$ cat src/string_to_integer_parser_assert.svh
// assertion macros shared by the string-to-integer parser modules
// no dependencies; taken in by `include where a module checks itself
`ifndef STRING_TO_INTEGER_PARSER_ASSERT_SVH
`define STRING_TO_INTEGER_PARSER_ASSERT_SVH

// antecedent implies consequent in the same cycle
`define S2I_ASSERT_SAME(name, clk, rstn, ante, cons) \
    name: assert property (@(posedge clk) disable iff (!(rstn)) (ante) |-> (cons)) \
        else $error("parser check failed");

// antecedent implies consequent in the next cycle
`define S2I_ASSERT_NEXT(name, clk, rstn, ante, cons) \
    name: assert property (@(posedge clk) disable iff (!(rstn)) (ante) |=> (cons)) \
        else $error("parser check failed");

`endif

$ cat src/s2i_pkg.sv
// shared types and constants of the string-to-integer parser
// no dependencies; used by every module of the block
`default_nettype none

package s2i_pkg;

    // field widths
    localparam int VALUE_WIDTH     = 64;
    localparam int CHARS_WIDTH     = 16;
    localparam int BASE_WIDTH      = 6;
    localparam int CHAR_WIDTH      = 8;
    localparam int COUNT_WIDTH_DEF = 16;

    // front-to-back queue
    localparam int QUEUE_DEPTH     = 2;
    localparam int QUEUE_PTR_WIDTH = (QUEUE_DEPTH > 1) ? $clog2(QUEUE_DEPTH) : 1;
    localparam int QUEUE_CNT_WIDTH = $clog2(QUEUE_DEPTH + 1);

    // register port
    localparam int APB_ADDR_WIDTH  = 3;
    localparam int APB_DATA_WIDTH  = 32;
    localparam logic [APB_ADDR_WIDTH-3:0] REG_NUMBER_BASE = '0;

    // radix codes
    localparam logic [BASE_WIDTH-1:0] BASE_AUTO  = 6'd0;
    localparam logic [BASE_WIDTH-1:0] BASE_OCT   = 6'd8;
    localparam logic [BASE_WIDTH-1:0] BASE_DEC   = 6'd10;
    localparam logic [BASE_WIDTH-1:0] BASE_HEX   = 6'd16;
    localparam logic [BASE_WIDTH-1:0] BASE_RESET = 6'd10;

    // character codes
    localparam logic [CHAR_WIDTH-1:0] CHAR_TAB     = 8'h09;
    localparam logic [CHAR_WIDTH-1:0] CHAR_CR      = 8'h0D;
    localparam logic [CHAR_WIDTH-1:0] CHAR_SPACE   = 8'h20;
    localparam logic [CHAR_WIDTH-1:0] CHAR_PLUS    = 8'h2B;
    localparam logic [CHAR_WIDTH-1:0] CHAR_MINUS   = 8'h2D;
    localparam logic [CHAR_WIDTH-1:0] CHAR_ZERO    = 8'h30;
    localparam logic [CHAR_WIDTH-1:0] CHAR_NINE    = 8'h39;
    localparam logic [CHAR_WIDTH-1:0] CHAR_UPPER_A = 8'h41;
    localparam logic [CHAR_WIDTH-1:0] CHAR_UPPER_X = 8'h58;
    localparam logic [CHAR_WIDTH-1:0] CHAR_UPPER_Z = 8'h5A;
    localparam logic [CHAR_WIDTH-1:0] CHAR_LOWER_A = 8'h61;
    localparam logic [CHAR_WIDTH-1:0] CHAR_LOWER_X = 8'h78;
    localparam logic [CHAR_WIDTH-1:0] CHAR_LOWER_Z = 8'h7A;

    // input item
    typedef struct packed {
        logic                  string_start;
        logic [CHAR_WIDTH-1:0] character;
    } s2i_in_t;

    // result item
    typedef struct packed {
        logic signed [VALUE_WIDTH-1:0] parsed_value;
        logic                          digits_seen;
        logic [CHARS_WIDTH-1:0]        chars_consumed;
    } s2i_out_t;

    // classified character as queued between front and back
    typedef struct packed {
        logic                  start;
        logic [BASE_WIDTH-1:0] base;
        logic                  is_space;
        logic                  is_sign;
        logic                  is_minus;
        logic                  is_zero;
        logic                  is_x;
        logic                  is_digit;
        logic [BASE_WIDTH-1:0] digit_val;
    } s2i_class_t;

endpackage

`default_nettype wire

$ cat src/s2i_front.sv
// front end: classifies each incoming character for the parse engine
// depends on s2i_pkg
`default_nettype none

module s2i_front (
    input  wire s2i_pkg::s2i_in_t                      in_data,
    input  wire logic [s2i_pkg::BASE_WIDTH-1:0]        number_base,
    output s2i_pkg::s2i_class_t                        cls
);

    logic [s2i_pkg::CHAR_WIDTH-1:0] c;
    logic is_dec;
    logic is_low;
    logic is_up;

    assign c = in_data.character;

    // character ranges
    assign is_dec = (c >= s2i_pkg::CHAR_ZERO) && (c <= s2i_pkg::CHAR_NINE);
    assign is_low = (c >= s2i_pkg::CHAR_LOWER_A) && (c <= s2i_pkg::CHAR_LOWER_Z);
    assign is_up  = (c >= s2i_pkg::CHAR_UPPER_A) && (c <= s2i_pkg::CHAR_UPPER_Z);

    // class flags and digit value
    always_comb begin
        cls.start    = in_data.string_start;
        cls.base     = number_base;
        cls.is_space = (c == s2i_pkg::CHAR_SPACE) ||
                       ((c >= s2i_pkg::CHAR_TAB) && (c <= s2i_pkg::CHAR_CR));
        cls.is_sign  = (c == s2i_pkg::CHAR_PLUS) || (c == s2i_pkg::CHAR_MINUS);
        cls.is_minus = (c == s2i_pkg::CHAR_MINUS);
        cls.is_zero  = (c == s2i_pkg::CHAR_ZERO);
        cls.is_x     = (c == s2i_pkg::CHAR_LOWER_X) || (c == s2i_pkg::CHAR_UPPER_X);
        cls.is_digit = is_dec || is_low || is_up;
        if (is_dec) begin
            cls.digit_val = s2i_pkg::BASE_WIDTH'(c - s2i_pkg::CHAR_ZERO);
        end else if (is_low) begin
            cls.digit_val = s2i_pkg::BASE_WIDTH'(c - s2i_pkg::CHAR_LOWER_A + 8'd10);
        end else if (is_up) begin
            cls.digit_val = s2i_pkg::BASE_WIDTH'(c - s2i_pkg::CHAR_UPPER_A + 8'd10);
        end else begin
            cls.digit_val = '0;
        end
    end

endmodule

`default_nettype wire

$ cat src/s2i_queue.sv
// short queue of classified characters between front and back
// depends on s2i_pkg
`default_nettype none

module s2i_queue (
    input  wire logic                 aclk,
    input  wire logic                 aresetn,
    input  wire logic                 in_valid,
    output logic                      in_ready,
    input  wire s2i_pkg::s2i_class_t  in_entry,
    output logic                      out_valid,
    input  wire logic                 out_ready,
    output s2i_pkg::s2i_class_t       out_entry
);

    localparam int PW = s2i_pkg::QUEUE_PTR_WIDTH;
    localparam int CW = s2i_pkg::QUEUE_CNT_WIDTH;
    localparam logic [PW-1:0] LAST_PTR = PW'(s2i_pkg::QUEUE_DEPTH - 1);
    localparam logic [CW-1:0] FULL_CNT = CW'(s2i_pkg::QUEUE_DEPTH);

    s2i_pkg::s2i_class_t entry_reg [s2i_pkg::QUEUE_DEPTH];
    logic [PW-1:0] wr_ptr_reg, wr_ptr_next;
    logic [PW-1:0] rd_ptr_reg, rd_ptr_next;
    logic [CW-1:0] cnt_reg, cnt_next;
    logic push;
    logic pop;

    assign in_ready  = (cnt_reg != FULL_CNT);
    assign out_valid = (cnt_reg != '0);
    assign out_entry = entry_reg[rd_ptr_reg];
    assign push      = in_valid && in_ready;
    assign pop       = out_valid && out_ready;

    // pointer and fill count update
    always_comb begin
        wr_ptr_next = wr_ptr_reg;
        rd_ptr_next = rd_ptr_reg;
        cnt_next    = cnt_reg;
        if (push) begin
            wr_ptr_next = (wr_ptr_reg == LAST_PTR) ? '0 : wr_ptr_reg + PW'(1);
        end
        if (pop) begin
            rd_ptr_next = (rd_ptr_reg == LAST_PTR) ? '0 : rd_ptr_reg + PW'(1);
        end
        if (push && !pop) begin
            cnt_next = cnt_reg + CW'(1);
        end else if (pop && !push) begin
            cnt_next = cnt_reg - CW'(1);
        end
    end

    always_ff @(posedge aclk) begin
        if (!aresetn) begin
            wr_ptr_reg <= '0;
            rd_ptr_reg <= '0;
            cnt_reg    <= '0;
        end else begin
            wr_ptr_reg <= wr_ptr_next;
            rd_ptr_reg <= rd_ptr_next;
            cnt_reg    <= cnt_next;
        end
    end

    // entry storage
    always_ff @(posedge aclk) begin
        if (push) begin
            entry_reg[wr_ptr_reg] <= in_entry;
        end
    end

endmodule

`default_nettype wire

$ cat src/s2i_back.sv
// back end: parse state machine with multiply-add and result register
// depends on s2i_pkg and string_to_integer_parser_assert.svh
`default_nettype none
`include "string_to_integer_parser_assert.svh"

module s2i_back #(
    parameter int COUNT_WIDTH = s2i_pkg::COUNT_WIDTH_DEF
) (
    input  wire logic                 aclk,
    input  wire logic                 aresetn,
    input  wire logic                 q_valid,
    output logic                      q_ready,
    input  wire s2i_pkg::s2i_class_t  q_entry,
    output logic                      m_valid,
    input  wire logic                 m_ready,
    output s2i_pkg::s2i_out_t         m_data
);

    localparam int VW = s2i_pkg::VALUE_WIDTH;
    localparam int BW = s2i_pkg::BASE_WIDTH;

    typedef enum logic [2:0] {
        PH_DONE,
        PH_SPACE,
        PH_SIGNED,
        PH_ZERO,
        PH_DIGIT
    } phase_t;

    phase_t                 phase_reg, phase_next;
    logic                   neg_reg, neg_next;
    logic [VW-1:0]          acc_reg, acc_next;
    logic [BW-1:0]          base_reg, base_next;
    logic [COUNT_WIDTH-1:0] count_reg, count_next;
    logic                   any_reg, any_next;
    logic                   m_valid_reg;
    s2i_pkg::s2i_out_t      m_data_reg;

    phase_t                 cur_phase;
    logic                   cur_neg;
    logic [VW-1:0]          cur_acc;
    logic [BW-1:0]          cur_base;
    logic [COUNT_WIDTH-1:0] cur_count;
    logic                   cur_any;
    logic [COUNT_WIDTH-1:0] bumped;
    logic [BW-1:0]          mul_base;
    logic                   first_path;
    logic                   digit_path;
    logic                   emit;
    logic                   out_free;
    logic                   take;
    s2i_pkg::s2i_out_t      result;

    // a start byte restarts the parse before it is interpreted
    always_comb begin
        cur_phase = phase_reg;
        cur_neg   = neg_reg;
        cur_acc   = acc_reg;
        cur_base  = base_reg;
        cur_count = count_reg;
        cur_any   = any_reg;
        if (q_entry.start) begin
            cur_phase = PH_SPACE;
            cur_neg   = 1'b0;
            cur_acc   = '0;
            cur_base  = q_entry.base;
            cur_count = '0;
            cur_any   = 1'b0;
        end
    end

    // saturating character count
    assign bumped = (cur_count != '1) ? cur_count + COUNT_WIDTH'(1) : cur_count;

    // parse step
    always_comb begin
        phase_next = cur_phase;
        neg_next   = cur_neg;
        acc_next   = cur_acc;
        base_next  = cur_base;
        count_next = cur_count;
        any_next   = cur_any;
        mul_base   = cur_base;
        first_path = 1'b0;
        digit_path = 1'b0;
        emit       = 1'b0;
        case (cur_phase)
            PH_SPACE: begin
                if (q_entry.is_space) begin
                    count_next = bumped;
                end else if (q_entry.is_sign) begin
                    neg_next   = q_entry.is_minus;
                    count_next = bumped;
                    phase_next = PH_SIGNED;
                end else begin
                    first_path = 1'b1;
                end
            end
            PH_SIGNED: begin
                first_path = 1'b1;
            end
            PH_ZERO: begin
                if (q_entry.is_x) begin
                    base_next  = s2i_pkg::BASE_HEX;
                    any_next   = 1'b0;
                    acc_next   = '0;
                    count_next = bumped;
                    phase_next = PH_DIGIT;
                end else begin
                    mul_base   = (cur_base == s2i_pkg::BASE_AUTO) ? s2i_pkg::BASE_OCT
                                                                   : cur_base;
                    digit_path = 1'b1;
                end
            end
            PH_DIGIT: begin
                digit_path = 1'b1;
            end
            default: begin
            end
        endcase

        // first character after whitespace and sign: leading zero or radix default
        if (first_path) begin
            if (((cur_base == s2i_pkg::BASE_AUTO) || (cur_base == s2i_pkg::BASE_HEX)) &&
                q_entry.is_zero) begin
                acc_next   = '0;
                any_next   = 1'b1;
                count_next = bumped;
                phase_next = PH_ZERO;
            end else begin
                mul_base   = (cur_base == s2i_pkg::BASE_AUTO) ? s2i_pkg::BASE_DEC : cur_base;
                digit_path = 1'b1;
            end
        end

        // digit accumulate or end of parse
        if (digit_path) begin
            base_next = mul_base;
            if (!q_entry.is_digit || (q_entry.digit_val >= mul_base)) begin
                emit       = 1'b1;
                phase_next = PH_DONE;
            end else begin
                acc_next   = cur_acc * VW'(mul_base) + VW'(q_entry.digit_val);
                any_next   = 1'b1;
                count_next = bumped;
                phase_next = PH_DIGIT;
            end
        end
    end

    // result of an ending character
    always_comb begin
        result.parsed_value   = cur_neg ? -cur_acc : cur_acc;
        result.digits_seen    = cur_any;
        result.chars_consumed = cur_any ? s2i_pkg::CHARS_WIDTH'(cur_count) : '0;
    end

    // an entry that ends the parse waits for room in the result register
    assign out_free = !m_valid_reg || m_ready;
    assign q_ready  = !emit || out_free;
    assign take     = q_valid && q_ready;

    // parse state and result register
    always_ff @(posedge aclk) begin
        if (!aresetn) begin
            phase_reg   <= PH_DONE;
            neg_reg     <= 1'b0;
            base_reg    <= '0;
            count_reg   <= '0;
            any_reg     <= 1'b0;
            m_valid_reg <= 1'b0;
        end else begin
            if (take) begin
                phase_reg <= phase_next;
                neg_reg   <= neg_next;
                base_reg  <= base_next;
                count_reg <= count_next;
                any_reg   <= any_next;
            end
            if (take && emit) begin
                m_valid_reg <= 1'b1;
            end else if (m_ready) begin
                m_valid_reg <= 1'b0;
            end
        end
    end

    // payload registers
    always_ff @(posedge aclk) begin
        if (take) begin
            acc_reg <= acc_next;
        end
        if (take && emit) begin
            m_data_reg <= result;
        end
    end

    assign m_valid = m_valid_reg;
    assign m_data  = m_data_reg;

    // checks
    `S2I_ASSERT_SAME(a_no_digit_no_count, aclk, aresetn, m_valid_reg && !m_data_reg.digits_seen, m_data_reg.chars_consumed == '0)
    `S2I_ASSERT_NEXT(a_emit_loads_output, aclk, aresetn, take && emit, m_valid_reg)
    `S2I_ASSERT_NEXT(a_done_is_silent, aclk, aresetn, take && !q_entry.start && (phase_reg == PH_DONE) && !m_valid_reg, !m_valid_reg)
    `S2I_ASSERT_NEXT(a_start_leaves_done, aclk, aresetn, take && q_entry.start && !emit, phase_reg != PH_DONE)

endmodule

`default_nettype wire

$ cat src/string_to_integer_parser.sv
// top level of the streaming string-to-integer parser
// depends on s2i_pkg, s2i_front, s2i_queue and s2i_back
//
//  port group   direction  handshake                       payload
//  s_*          in         s_valid / s_ready               s_data  (s2i_in_t)
//  m_*          out        m_valid / m_ready               m_data  (s2i_out_t)
//  p*           in/out     psel+penable+pwrite, pready=1   pwdata / prdata
//
// one character per cycle sustained while m_ready keeps the result register free; the back end's
// 64-by-6 multiply-add on the accumulator sets this, one classified character per cycle.
// m_valid rises after the ending character is accepted, once it has passed the queue
// register and has then been loaded into the result register.
// reset is synchronous and needs no clearing pass; the block takes items right after.
// a stalled result holds the back end only at an ending character; the two-entry
// queue then takes at most one more character before s_ready drops.
`default_nettype none

module string_to_integer_parser #(
    parameter int COUNT_WIDTH = s2i_pkg::COUNT_WIDTH_DEF
) (
    input  wire logic                                 aclk,
    input  wire logic                                 aresetn,
    input  wire logic                                 s_valid,
    output logic                                      s_ready,
    input  wire s2i_pkg::s2i_in_t                     s_data,
    output logic                                      m_valid,
    input  wire logic                                 m_ready,
    output s2i_pkg::s2i_out_t                         m_data,
    input  wire logic                                 psel,
    input  wire logic                                 penable,
    input  wire logic                                 pwrite,
    input  wire logic [s2i_pkg::APB_ADDR_WIDTH-1:0]   paddr,
    input  wire logic [s2i_pkg::APB_DATA_WIDTH-1:0]   pwdata,
    output logic [s2i_pkg::APB_DATA_WIDTH-1:0]        prdata,
    output logic                                      pready
);

    logic [s2i_pkg::BASE_WIDTH-1:0] number_base_reg;
    logic                           reg_hit;
    s2i_pkg::s2i_class_t            front_cls;
    s2i_pkg::s2i_class_t            q_entry;
    logic                           q_valid;
    logic                           q_ready;

    // register decode
    assign pready  = 1'b1;
    assign reg_hit = (paddr[s2i_pkg::APB_ADDR_WIDTH-1:2] == s2i_pkg::REG_NUMBER_BASE);
    assign prdata  = reg_hit ? s2i_pkg::APB_DATA_WIDTH'(number_base_reg) : '0;

    always_ff @(posedge aclk) begin
        if (!aresetn) begin
            number_base_reg <= s2i_pkg::BASE_RESET;
        end else if (psel && penable && pwrite && pready && reg_hit) begin
            number_base_reg <= pwdata[s2i_pkg::BASE_WIDTH-1:0];
        end
    end

    // classify
    s2i_front u_front (
        .in_data     (s_data),
        .number_base (number_base_reg),
        .cls         (front_cls)
    );

    // decoupling queue
    s2i_queue u_queue (
        .aclk      (aclk),
        .aresetn   (aresetn),
        .in_valid  (s_valid),
        .in_ready  (s_ready),
        .in_entry  (front_cls),
        .out_valid (q_valid),
        .out_ready (q_ready),
        .out_entry (q_entry)
    );

    // parse engine
    s2i_back #(
        .COUNT_WIDTH (COUNT_WIDTH)
    ) u_back (
        .aclk    (aclk),
        .aresetn (aresetn),
        .q_valid (q_valid),
        .q_ready (q_ready),
        .q_entry (q_entry),
        .m_valid (m_valid),
        .m_ready (m_ready),
        .m_data  (m_data)
    );

endmodule

`default_nettype wire
$ cat config.mk
export PLATFORM = sky130hd
export DESIGN_NAME = string_to_integer_parser
export DESIGN_NICKNAME = d
export VERILOG_FILES = /design/src/s2i_pkg.sv /design/src/s2i_front.sv /design/src/s2i_queue.sv /design/src/s2i_back.sv /design/src/string_to_integer_parser.sv
export VERILOG_INCLUDE_DIRS = /design/src /design/src/src
export SDC_FILE = /design/constraint.sdc
export NUM_CORES = 1
export LEC_CHECK = 0
export ABC_AREA = 1
export BUFFER_PORTS_ARGS = -buffer_cell sky130_fd_sc_hd__buf_4
export CAP_MARGIN = 20
export CORE_ASPECT_RATIO = 0.5
export CORE_MARGIN = 2
export CORE_UTILIZATION = 64
export CTS_BUF_LIST = sky130_fd_sc_hd__clkbuf_8
export DETAILED_ROUTE_END_ITERATION = 8
export HOLD_SLACK_MARGIN = 0.03
export PLACE_DENSITY = 0.85
export SYNTH_ARGS = -nofsm -noshare
export SYNTH_HDL_FRONTEND = slang
export SYNTH_SLANG_ARGS = --single-unit
$ cat constraint.sdc
create_clock -name aclk -period 11.7 [get_ports aclk]
set_clock_uncertainty 0.2 [all_clocks]
set_input_delay 0.585 -clock aclk [delete_from_list [all_inputs] [get_ports aclk]]
set_output_delay 0.585 -clock aclk [all_outputs]
set_load 0.005 [all_outputs]
==> out/metrics.yaml <==
critical_path:
  critPathMaxFanout: 54
  cp_data_arrival_time_ns: 9.22
  critical_path.top_delay_family: "simple AND/OR/NAND/NOR gates"
  cpMostUsedCell: "nand2_1"
  critical_path_buf_inv_count: 6
  worst_setup_path_end_kind: "flop"
  cp_slowest_cell: "o21ai_0"
  cp.required_ns: 11.77
  startpoint_type: "flop"
  cpPeakStageDelay_ns: 0.78
  worstSetupPathType: "reg -> reg"
placement:
  dp_hpwl_um: 53400
  preCtsSetupSlack_ns: 2.88
  io_buffer_count: 111
  routabilityCongestion: 0.993
power:
  total_power_uw: 8310
  leakage_uw: 0.0120
  ir_drop_uv: 174
  power_frac_seq_pct: 17.6
  intPower_uw: 3680
  swShare_pct: 55.6
  p_switching_uw: 4620
  p_per_area_mw_per_mm2: 323
  p_comb_share_pct: 74.6
  clockPowerShare_pct: 7.8
worst_hold_path:
  hold_class: "in -> reg"
  hold_start: "pwdata[4]"
clock_network:
  cts_root_buf: "clkbuf_8"
  clk_pin_slew_ns: 0.07
  cts_buffers: 35
  clock_latency_ns: 0.58
  clockBufferDepth: 3
  cts_tree: "yes"
  htree_levels: 2
  cts_sinks: 222
finish:
  syn2layout_area_growth_pct: 7.34
  drive_gt1_share_pct: 8.62
  n_fill_cell: 2923
  final_nets: 3534
  largest_reg_flops: 81
drt:
  wire_per_inst_um: 19.4
  drc_errors: 0
  drt_iter0_markers: 2632
  drtPass1Iterations: 7
  ant_nets: 0
  wirelength_um: 70300
  viasPerCell: 6.02
  vias: 21800
global_route:
  grt_util_met3_pct: 9.93
  grt_pass1_vias: 21000
  top_usage_layer: "met2"
  use_met2_pct: 54.8
  grt_antenna_before_repair: 2
  grt_pass1_wl_um: 112000
  grt-ovfl-total: 0
  grt_use_met1_pct: 52.1
  grt_max_degree: 60
  grt_use_total_pct: 36.4
timing:
  hold_viol: 0
  min_period_ns: 9.15
  worst_slack_ns: 2.55
  rsz0062_at_grt: "no"
  period_share_pct: 78.2
  worst_slew_pin_slew_ns: 1.16
  setup_violations: 0
  setup_tns_ns: 0
  fmax_mhz: 109
  slew_viol_final: 0
  relSlewSlack_pct: 22.5
yosys:
  synthFlopType: "edfxtp_1"
  yosys.area.top_type: "edfxtp_1"
  async_reset_ff_share_pct: 0
  synth_cells: 3017
  ys_seq_area_share_pct: 26.2
  netlist_top_cells_area: "edfxtp_1, fa_1, nor2_1"
  synthTopCellsByCount: "nor2_1, nand2_1, inv_1"
  ys_types: 67
  syn_area_per_cell_um2: 7.93
  synth_edf_count: 183
  yosys_warnings: 0
  yosys.area.top_type_share_pct: 23.0
  ys_ff_latch: 222
  synth.most_common_cell: "nor2_1"
  synthesis.area_mm2: 0.0239
flow_run:
  drv_cap: 0
floorplanning:
  coreArea_mm2: 0.0371
  dieWidth_um: 277
  dieArea_mm2: 0.0391
  start_util_pct: 64.5
  fp.dieH_um: 141
  ios: 167
  num_rows: 50
status:
  status: "finished, final reports clean"
-- path summary, 6_finish.rpt --
check | end | slack, ns | cells past startpoint
max | u_back.acc_reg[60]$_DFFE_PP_ | 2.55 | 35
min | number_base_reg[4]$_SDFFE_PN0P_ | 0.11 | 3
max reg2reg | u_back.acc_reg[60]$_DFFE_PP_ | 2.55 | 35
min reg2reg | u_queue.entry_reg[0][15]$_DFFE_PP_ | 0.25 | 0
-- worst min-delay path, delay by kind of cell --
family / cells / cell delay [ns]
AOI/OAI and AO/OA: 2 / 0.18
buffers and inverters: 1 / 0.07
-- final cells by class --
cell class | count | area (um2) | share of cell area, %
antenna | 1 | 2.50 | 0.00974
clock buffer | 38 | 523 | 2.04
clock inverter | 23 | 108 | 0.419
inverter | 382 | 1440 | 5.62
multi-input combinational | 2324 | 15700 | 61.0
sequential | 222 | 6280 | 24.4
tap | 494 | 618 | 2.41
timing repair buffer | 132 | 1050 | 4.09
-- power groups by stage --
stage,logic (uW),registers (uW),clock network (uW)
floorplan,4420,1470,0
global placement,5730,1460,0
detailed placement,5960,1470,0
CTS,6020,1460,650
global route,6900,1490,685
finish,6190,1460,647
-- per-stage QoR --
step / cell area (um2) / util, % / hold slack [ns] / std cells
floorplan: 24000 / - / 0.225 / 3042
global placement: 25000 / 67.3 / 0.231 / 3548
detailed placement: 25000 / 67.3 / 0.234 / 3549
CTS: 25600 / 69.1 / 0.0800 / 3613
global route: 25700 / 69.2 / 0.111 / 3615
finish: 25700 / 69.3 / 0.105 / 3616
-- metal layers --
metal,vias to the layer above,wire (um)
li1,9937,-
met1,10300,29900
met2,1364,29700
met3,196,8890
met4,2,1850
met5,-,13
-- placed cells by master, fill, tap and decap left out, drive strengths merged, types with 39 or more instances in the layout --
master	count
inv	384
edfxtp	183
nand3	111
a21oi	165
buf	129
nor2	619
nand2	539
dfxtp	39
fa	240
o21ai	230
ha	146
-- cell families (layout without fill, tap and decap cells) --
kind of cell	after synthesis	after routing	synth area share [%]
AO/OA/AOI/OAI	509	509	11.9
XOR/XNOR	34	34	1.24
adder cells (fa/ha/maj)	386	386	27.7
buffers and inverters	496	575	8.72
flip-flops	222	222	26.2
multiplexers	7	7	0.293
other	2	28	0.0314
AND/OR/NAND/NOR	1361	1361	23.9
-- timing repair --
action / in CTS / in global routing
setup buffers: 0 / 0
hold endpoints to repair: 4 / 0
gates resized for setup: 0 / 0
hold buffers: 3 / 0
Power figures use the tool's default switching activity.
